## src/rtl/lie_pkg.sv

```systemverilog
// Shared constants, codes and types of the list intersection engine.
`default_nettype none

package lie_pkg;

    // List capacity and derived widths
    localparam int LIST_DEPTH = 32;
    localparam int IDX_W      = (LIST_DEPTH > 1) ? $clog2(LIST_DEPTH) : 1;
    localparam int CNT_W      = $clog2(LIST_DEPTH + 1);
    localparam int VALUE_W    = 32;
    localparam int OP_W       = 2;

    // Item opcodes
    localparam logic [OP_W-1:0] OP_APPEND_FIRST  = 2'd0;
    localparam logic [OP_W-1:0] OP_APPEND_SECOND = 2'd1;
    localparam logic [OP_W-1:0] OP_RUN           = 2'd2;

    // Value reported when a run finds nothing in common
    localparam logic [VALUE_W-1:0] NONE_VALUE = '1;

    // Controls shared by every cell of the second-list ring
    typedef struct packed {
        logic shift;
        logic clear;
    } cell_ctl_t;

endpackage : lie_pkg

`default_nettype wire

```

## src/rtl/lie_cell.sv

```systemverilog
// One cell of the second-list ring: an entry, its valid bit and its matched mark.
`default_nettype none

module lie_cell
    import lie_pkg::*;
(
    input  wire logic                      clk,
    input  wire logic                      rst_n,
    input  wire cell_ctl_t                 ctl,
    input  wire logic                      load_en,
    input  wire logic signed [VALUE_W-1:0] load_value,
    input  wire logic signed [VALUE_W-1:0] nxt_value,
    input  wire logic                      nxt_matched,
    input  wire logic                      nxt_valid,
    output logic signed [VALUE_W-1:0]      value,
    output logic                           matched,
    output logic                           valid
);

    logic signed [VALUE_W-1:0] value_reg;
    logic                      matched_reg;
    logic                      valid_reg;

    // Entry value: load on append, take the neighbour's on shift
    always_ff @(posedge clk)
    begin
        if (load_en)
        begin
            value_reg <= load_value;
        end
        else if (ctl.shift)
        begin
            value_reg <= nxt_value;
        end
    end

    // Valid bit and matched mark
    always_ff @(posedge clk or negedge rst_n)
    begin
        if (!rst_n)
        begin
            matched_reg <= 1'b0;
            valid_reg   <= 1'b0;
        end
        else if (ctl.clear)
        begin
            matched_reg <= 1'b0;
            valid_reg   <= 1'b0;
        end
        else if (load_en)
        begin
            matched_reg <= 1'b0;
            valid_reg   <= 1'b1;
        end
        else if (ctl.shift)
        begin
            matched_reg <= nxt_matched;
            valid_reg   <= nxt_valid;
        end
    end

    assign value   = value_reg;
    assign matched = matched_reg;
    assign valid   = valid_reg;

endmodule : lie_cell

`default_nettype wire

```

## src/rtl/lie_first_mem.sv

```systemverilog
// Storage of the first list: one write port, one registered read port.
`default_nettype none

module lie_first_mem
    import lie_pkg::*;
(
    input  wire logic                      clk,
    input  wire logic                      wr_en,
    input  wire logic [IDX_W-1:0]          wr_addr,
    input  wire logic signed [VALUE_W-1:0] wr_data,
    input  wire logic [IDX_W-1:0]          rd_addr,
    output logic signed [VALUE_W-1:0]      rd_data
);

    logic signed [VALUE_W-1:0] mem [LIST_DEPTH];
    logic signed [VALUE_W-1:0] rd_data_reg;

    // Write on append
    always_ff @(posedge clk)
    begin
        if (wr_en)
        begin
            mem[wr_addr] <= wr_data;
        end
    end

    // Registered read
    always_ff @(posedge clk)
    begin
        rd_data_reg <= mem[rd_addr];
    end

    assign rd_data = rd_data_reg;

endmodule : lie_first_mem

`default_nettype wire

```

## src/rtl/list_intersection_engine_unit.sv

```systemverilog
// Top level of the list intersection engine: item decode, ring of cells, run sequencer.
`default_nettype none

// Append beats (op 0 or 1) are accepted back to back; op 3 is taken and
// ignored. A run beat holds the input off until the run ends, longer while the
// output is stalled: for each first-list entry, ST_LOAD reads the entry from
// memory and ST_SCAN rotates the whole second-list ring of cells once past
// the head comparator, one entry per cycle while the output is not stalled.
// Results leave through an output register; the final result of a run is
// held back until the scan ends so that it can carry tlast. A run with
// nothing in common returns one beat with none_found set and a value of all
// ones. Every run clears both lists, the marks and the overflow flag.
module list_intersection_engine_unit
    import lie_pkg::*;
(
    input  wire logic         clk,
    input  wire logic         rst_n,
    input  wire logic         s_tvalid,
    output logic              s_tready,
    input  wire logic [31:0]  s_tdata,   // [31:0] value
    input  wire logic [1:0]   s_tuser,   // [1:0] op
    output logic              m_tvalid,
    input  wire logic         m_tready,
    output logic [31:0]       m_tdata,   // [31:0] match_value
    output logic [1:0]        m_tuser,   // [0] none_found, [1] overflow
    output logic              m_tlast
);

    typedef enum logic [3:0] {
        ST_IDLE   = 4'b0001,
        ST_LOAD   = 4'b0010,
        ST_SCAN   = 4'b0100,
        ST_FINISH = 4'b1000
    } state_t;

    state_t                    state_reg, state_next;
    logic [CNT_W-1:0]          first_count_reg, first_count_next;
    logic [CNT_W-1:0]          second_count_reg, second_count_next;
    logic                      overflow_reg, overflow_next;
    logic [IDX_W-1:0]          i_reg, i_next;
    logic [IDX_W-1:0]          k_reg, k_next;
    logic                      pend_valid_reg, pend_valid_next;
    logic signed [VALUE_W-1:0] pend_value_reg, pend_value_next;
    logic                      out_valid_reg, out_valid_next;
    logic signed [VALUE_W-1:0] out_value_reg, out_value_next;
    logic                      out_none_reg, out_none_next;
    logic                      out_ovf_reg, out_ovf_next;
    logic                      out_last_reg, out_last_next;

    logic                      in_beat;
    logic [OP_W-1:0]           in_op;
    logic signed [VALUE_W-1:0] in_value;
    logic                      first_full;
    logic                      second_full;
    logic                      wr_first;
    logic                      wr_second;
    logic                      out_free;
    logic signed [VALUE_W-1:0] first_value;
    logic                      head_hit;
    logic                      last_i;
    cell_ctl_t                 ring_ctl;

    logic signed [VALUE_W-1:0] cell_value   [LIST_DEPTH];
    logic                      cell_matched [LIST_DEPTH];
    logic                      cell_valid   [LIST_DEPTH];

    // Decode the input beat
    assign s_tready    = (state_reg == ST_IDLE);
    assign in_beat     = s_tvalid && s_tready;
    assign in_op       = s_tuser;
    assign in_value    = $signed(s_tdata);
    assign first_full  = (first_count_reg == CNT_W'(LIST_DEPTH));
    assign second_full = (second_count_reg == CNT_W'(LIST_DEPTH));
    assign wr_first    = in_beat && (in_op == OP_APPEND_FIRST) && !first_full;
    assign wr_second   = in_beat && (in_op == OP_APPEND_SECOND) && !second_full;
    assign out_free    = !out_valid_reg || m_tready;

    // First list storage
    lie_first_mem u_first_mem (
        .clk     (clk),
        .wr_en   (wr_first),
        .wr_addr (first_count_reg[IDX_W-1:0]),
        .wr_data (in_value),
        .rd_addr (i_reg),
        .rd_data (first_value)
    );

    // Head comparison: entry at cell 0 against the current first-list value
    assign head_hit = cell_valid[0] && !cell_matched[0] && (cell_value[0] == first_value);

    assign ring_ctl.shift = (state_reg == ST_SCAN) && out_free;
    assign ring_ctl.clear = (state_reg == ST_FINISH) && out_free;

    // Second list as a ring of cells, rotating towards cell 0
    for (genvar g = 0; g < LIST_DEPTH; g++)
    begin : g_cell
        logic signed [VALUE_W-1:0] nv;
        logic                      nm;
        logic                      nvld;

        if (g == LIST_DEPTH - 1)
        begin : g_wrap
            assign nv   = cell_value[0];
            assign nm   = cell_matched[0] || head_hit;
            assign nvld = cell_valid[0];
        end
        else
        begin : g_link
            assign nv   = cell_value[g+1];
            assign nm   = cell_matched[g+1];
            assign nvld = cell_valid[g+1];
        end

        lie_cell u_cell (
            .clk         (clk),
            .rst_n       (rst_n),
            .ctl         (ring_ctl),
            .load_en     (wr_second && (second_count_reg[IDX_W-1:0] == IDX_W'(g))),
            .load_value  (in_value),
            .nxt_value   (nv),
            .nxt_matched (nm),
            .nxt_valid   (nvld),
            .value       (cell_value[g]),
            .matched     (cell_matched[g]),
            .valid       (cell_valid[g])
        );
    end

    assign last_i = ((CNT_W'(i_reg) + CNT_W'(1)) == first_count_reg);

    // Run sequencer, list counts and output register
    always_comb
    begin
        state_next        = state_reg;
        first_count_next  = first_count_reg;
        second_count_next = second_count_reg;
        overflow_next     = overflow_reg;
        i_next            = i_reg;
        k_next            = k_reg;
        pend_valid_next   = pend_valid_reg;
        pend_value_next   = pend_value_reg;
        out_valid_next    = out_valid_reg && !m_tready;
        out_value_next    = out_value_reg;
        out_none_next     = out_none_reg;
        out_ovf_next      = out_ovf_reg;
        out_last_next     = out_last_reg;

        unique case (state_reg)
            ST_IDLE:
            begin
                if (in_beat)
                begin
                    case (in_op)
                        OP_APPEND_FIRST:
                        begin
                            if (first_full)
                            begin
                                overflow_next = 1'b1;
                            end
                            else
                            begin
                                first_count_next = first_count_reg + CNT_W'(1);
                            end
                        end
                        OP_APPEND_SECOND:
                        begin
                            if (second_full)
                            begin
                                overflow_next = 1'b1;
                            end
                            else
                            begin
                                second_count_next = second_count_reg + CNT_W'(1);
                            end
                        end
                        OP_RUN:
                        begin
                            i_next = '0;
                            k_next = '0;
                            state_next = (first_count_reg == '0) ? ST_FINISH : ST_LOAD;
                        end
                        default:
                        begin
                        end
                    endcase
                end
            end

            ST_LOAD:
            begin
                k_next     = '0;
                state_next = ST_SCAN;
            end

            ST_SCAN:
            begin
                if (out_free)
                begin
                    // Hold the newest match back; release the one before it
                    if (head_hit)
                    begin
                        if (pend_valid_reg)
                        begin
                            out_valid_next = 1'b1;
                            out_value_next = pend_value_reg;
                            out_none_next  = 1'b0;
                            out_ovf_next   = overflow_reg;
                            out_last_next  = 1'b0;
                        end
                        pend_valid_next = 1'b1;
                        pend_value_next = cell_value[0];
                    end
                    k_next = k_reg + IDX_W'(1);
                    if (k_reg == IDX_W'(LIST_DEPTH - 1))
                    begin
                        if (last_i)
                        begin
                            state_next = ST_FINISH;
                        end
                        else
                        begin
                            i_next     = i_reg + IDX_W'(1);
                            state_next = ST_LOAD;
                        end
                    end
                end
            end

            ST_FINISH:
            begin
                if (out_free)
                begin
                    out_valid_next    = 1'b1;
                    out_value_next    = pend_valid_reg ? pend_value_reg : NONE_VALUE;
                    out_none_next     = !pend_valid_reg;
                    out_ovf_next      = overflow_reg;
                    out_last_next     = 1'b1;
                    pend_valid_next   = 1'b0;
                    first_count_next  = '0;
                    second_count_next = '0;
                    overflow_next     = 1'b0;
                    state_next        = ST_IDLE;
                end
            end

            default:
            begin
                state_next = ST_IDLE;
            end
        endcase
    end

    // Control registers
    always_ff @(posedge clk or negedge rst_n)
    begin
        if (!rst_n)
        begin
            state_reg        <= ST_IDLE;
            first_count_reg  <= '0;
            second_count_reg <= '0;
            overflow_reg     <= 1'b0;
            i_reg            <= '0;
            k_reg            <= '0;
            pend_valid_reg   <= 1'b0;
            out_valid_reg    <= 1'b0;
        end
        else
        begin
            state_reg        <= state_next;
            first_count_reg  <= first_count_next;
            second_count_reg <= second_count_next;
            overflow_reg     <= overflow_next;
            i_reg            <= i_next;
            k_reg            <= k_next;
            pend_valid_reg   <= pend_valid_next;
            out_valid_reg    <= out_valid_next;
        end
    end

    // Payload registers
    always_ff @(posedge clk)
    begin
        pend_value_reg <= pend_value_next;
        out_value_reg  <= out_value_next;
        out_none_reg   <= out_none_next;
        out_ovf_reg    <= out_ovf_next;
        out_last_reg   <= out_last_next;
    end

    assign m_tvalid = out_valid_reg;
    assign m_tdata  = out_value_reg;
    assign m_tuser  = {out_ovf_reg, out_none_reg};
    assign m_tlast  = out_last_reg;

    // Input is only taken while no run is in progress
    a_ready_idle: assert property (@(posedge clk) disable iff (!rst_n)
        (state_reg != ST_IDLE) |-> !s_tready)
        else $error("input accepted during a run");

    // A none-found beat always closes its run
    a_none_last: assert property (@(posedge clk) disable iff (!rst_n)
        (out_valid_reg && out_none_reg) |-> out_last_reg)
        else $error("none-found beat without last");

    // Finishing a run clears both lists
    a_finish_clear: assert property (@(posedge clk) disable iff (!rst_n)
        ((state_reg == ST_FINISH) && out_free) |=>
            ((state_reg == ST_IDLE) && (first_count_reg == '0) && (second_count_reg == '0)
             && !pend_valid_reg && out_valid_reg && out_last_reg))
        else $error("run did not finish cleanly");

    // A held-back match exists only inside a run
    a_pend_run: assert property (@(posedge clk) disable iff (!rst_n)
        pend_valid_reg |-> (state_reg != ST_IDLE))
        else $error("pending match left over after a run");

endmodule : list_intersection_engine_unit

`default_nettype wire

```

## config.mk

```make
export PLATFORM = sky130hd
export DESIGN_NAME = list_intersection_engine_unit
export DESIGN_NICKNAME = d
export VERILOG_FILES = /design/src/rtl/lie_pkg.sv /design/src/rtl/lie_cell.sv /design/src/rtl/lie_first_mem.sv /design/src/rtl/list_intersection_engine_unit.sv
export SDC_FILE = /design/constraint.sdc
export NUM_CORES = 2
export LEC_CHECK = 0
export BUFFER_PORTS_ARGS = -buffer_cell sky130_fd_sc_hd__buf_4
export CAP_MARGIN = 20
export CORE_MARGIN = 3
export CORE_UTILIZATION = 40
export DETAILED_ROUTE_END_ITERATION = 12
export PLACE_DENSITY_LB_ADDON = 0.3
export SLEW_MARGIN = 25
export SYNTH_ARGS = -nofsm -noshare
export SYNTH_HDL_FRONTEND = slang
export SYNTH_SLANG_ARGS = --single-unit
export TNS_END_PERCENT = 100
```

## constraint.sdc

```tcl
create_clock -name clk -period 6.65 [get_ports clk]
set_input_delay 0.665 -clock clk [delete_from_list [all_inputs] [get_ports clk]]
set_output_delay 0.665 -clock clk [all_outputs]
set_load 0.01 [all_outputs]
```

==> results.sh <==
export IMPL_antenna_found_initial=9
export IMPL_tritoncts="built"
export IMPL_num_rows=173
export IMPL_slew_limit_headroom_pct=28.1
export IMPL_async_reset_ff_share_pct=4.15
export IMPL_setup_viol=0
export IMPL_max_freq_mhz=212
export IMPL_via_count=46562
export IMPL_r2r_start="second_count_reg[0]"
export IMPL_fin_hold_ws_ns=0.168
export IMPL_pre_cts_ws_ns=1.97
export IMPL_fin_crit_sh_pct=70.8
export IMPL_hp_start="s_tdata[29]"
export IMPL_syn_area_per_cell_sq_um=17.2
export IMPL_cts_root_buf="clkbuf_16"
export IMPL_hold_violations=0
export IMPL_finalMaxSlewViolations=0
export IMPL_synth_area_sq_um=90100
export IMPL_post_cts_buffers=0
export IMPL_crit_start="second_count_reg[0]"
export IMPL_insertion_delay_ns=0.85
export IMPL_clockBufferDepth=3
export IMPL_die_height_microns=481
export IMPL_cts_sinks=2240
export IMPL_ys_types=63
export IMPL_area_growth_pct=14.2
export IMPL_hold_path_class="input pin to flip-flop"
export IMPL_dr_pass1_iters=5
export IMPL_gp_congestion=0.857
export IMPL_ys_top_cells_by_count="edfxtp_1 (2115), nand2_1 (967), mux2_2 (733), clkbuf_1 (235), mux4_2 (224)"
export IMPL_ios=75
export IMPL_hpwl_microns=137000
export IMPL_yosysMostFrequentCell="edfxtp_1"
export IMPL_h_tree_depth=4
export IMPL_path_max_fanout=34
export IMPL_postRouteAntennaNets=0
export IMPL_syn_inst=5237
export IMPL_viasPerCell=5.48
export IMPL_numPortBuffers=74
export IMPL_path_clk_slew_ns=0.06
export IMPL_dieArea_sq_um=231000
export IMPL_fin_crit_ns=4.71
export IMPL_nets=5377
export IMPL_synth_area_leaders="edfxtp_1 (70%), mux2_2 (9.2%), mux4_2 (5.6%), nand2_1 (4.0%), dfrtp_1 (2.6%)"
export IMPL_max_vdd_ir_drop_v=0.000255
export IMPL_drc=0
export IMPL_ctsResizeCount=0
export IMPL_overflow=0
export IMPL_ys_flop_type="edfxtp_1"
export IMPL_nFillCells=18700
export IMPL_cts_hold_buffers=1
export IMPL_seq_area_frac_synth_pct=73.7
export IMPL_rsz0062_at_grt="no"
export IMPL_grtUsageTotal_pct=19.6
export IMPL_final_setup_tns_ns=0
export IMPL_skew_ns=0.0652
export IMPL_synth_seq_cells=2240
export IMPL_start_util_pct=40.4
export IMPL_grt_max_degree=146
export IMPL_critPathCaptureType="flip-flop"
export IMPL_crit_type="flip-flop to flip-flop"
export IMPL_die_x_microns=481
export IMPL_synth_warnings=0
export IMPL_status="completed"
export IMPL_synth_top_area_share_pct=70.5
export IMPL_synth_edf_count=2115
export IMPL_critPathLaunchType="flip-flop"
export IMPL_tightestPinTransition_ns=1.08
export IMPL_wl_microns=228000
export IMPL_finalPower_mw=30.8
export IMPL_drt_first_iter_violations=5351
export IMPL_setup_ws_ns=1.94
export IMPL_syn_nets=5288
export IMPL_grt_pass1_wl_microns=333000
export IMPL_synth_top_cell_by_area="edfxtp_1"
export IMPL_arrival_ns=5.19
export IMPL_crit_required_ns=7.13
export IMPL_powerDensity_nw_per_um2=299
export IMPL_grt_pass1_vias=46378
export IMPL_cts_buffers=228
export IMPL_coreArea_sq_um=223000
export IMPL_drive_gt1_share_pct=29.9
export IMPL_avgRoutedWirePerCell_microns=26.9
export IMPL_maxCapViolCount=0
export IMPL_total_leakage_power_nw=33.9
[where the power goes]
group / total (mW) / leakage, nW / internal (mW) / switching [mW]
sequential: 16.1 / 20.5 / 15.8 / 0.285
clock: 13.1 / 3.78 / 7.55 / 5.51
combinational: 1.64 / 9.57 / 0.502 / 1.14
total: 30.8 / 33.9 / 23.8 / 6.93
[cells by family (layout without fill, tap and decap cells)]
group / Yosys count / count (layout) / synth area share [%]
and+or+nand+nor: 1196 / 1196 / 5.45
AOI/OAI and AO/OA: 285 / 285 / 2.29
xor gates and xnor gates: 43 / 43 / 0.418
other: 0 / 1 / 0
adders and majority gates: 13 / 13 / 0.180
muxes: 1090 / 1090 / 16.2
buffers and inverters: 370 / 661 / 1.67
DFF: 2240 / 2240 / 73.7
[stage by stage]
stage / utilization, % / cell area [sq um] / cells
detailed placement: 42.5 / 94800 / 8055
global placement: 42.2 / 94200 / 8034
global route: 46.1 / 103000 / 8504
CTS: 46.0 / 103000 / 8488
finish: 46.1 / 103000 / 8504
floorplan: - / 90100 / 5237
[layout by cell type, fill, tap and decap left out, types with 8 or more instances in the layout]
master,n
nor2b_1,8
clkbuf_1,45
xnor2_1,31
buf_12,18
clkinv_1,38
buf_16,23
a21oi_1,45
nand2_1,962
mux2i_1,129
dfxtp_1,32
o21ai_0,13
a221o_1,20
inv_1,9
mux2_2,733
o21ai_2,8
o31ai_1,36
nor2_4,37
edfxtp_1,2115
o221ai_1,64
clkinv_2,42
clkbuf_16,228
nand4_1,18
xor2_1,12
clkinv_16,9
o22ai_1,33
buf_4,173
clkinvlp_4,11
ha_1,13
bufinv_16,24
nor2_2,13
clkbuf_8,24
nand2b_1,9
or2_2,34
nor2_1,36
mux4_2,224
a22oi_1,39
nand3_1,18
dfrtp_1,88
nand2_2,10
[area by class of cell]
cell class / count / area [sq um] / share of cell area (%)
clock inverters: 135 / 1570 / 1.53
inverters: 10 / 40.0 / 0.0389
flip-flops and latches: 2240 / 66500 / 64.6
well taps: 2975 / 3720 / 3.62
repair buffers: 219 / 2350 / 2.28
multi-input cells: 2627 / 22500 / 21.9
clock buffers: 297 / 6200 / 6.03
diodes: 1 / 2.50 / 0.00243
[path summary, 6_finish.rpt]
path / to / cells past startpoint / slack (ns)
setup / recovery: g_cell[24].u_cell.value[4] / 9 / 1.94
hold / removal: u_first_mem.mem[15][29] / 1 / 0.17
setup reg to reg: g_cell[24].u_cell.value[4] / 9 / 1.94
hold reg to reg: g_cell[8].u_cell.value[28] / 2 / 0.47
max in group asynchronous: g_cell[16].u_cell.valid / 3 / 5.21
min in group asynchronous: k_reg[2] / 2 / 0.35
[metal layers]
| metal | part of all wire (%) | track usage (%) | wire [microns] | up-vias |
|---|---|---|---|---|
| li1 | - | - | - | 20293 |
| met1 | 43 | 28.3 | 99200 | 24243 |
| met2 | 46 | 30.0 | 105000 | 1699 |
| met3 | 6.9 | 3.35 | 15800 | 323 |
| met4 | 3.7 | 7.19 | 8440 | 4 |
| met5 | 0.012 | 0 | 28 | - |
[worst max-delay path, cell delays in order (launching register included)]
cell and delay (ns):
dfrtp_1 0.44, inv_1 0.10, ha_1 0.33, nor2b_1 0.28, a31oi_1 0.49, nand2_2 0.31
nor3_2 0.62, nand3_2 0.80, nand2_1 0.55, buf_4 0.41
Note: power is estimated with default switching activity, not from simulation.
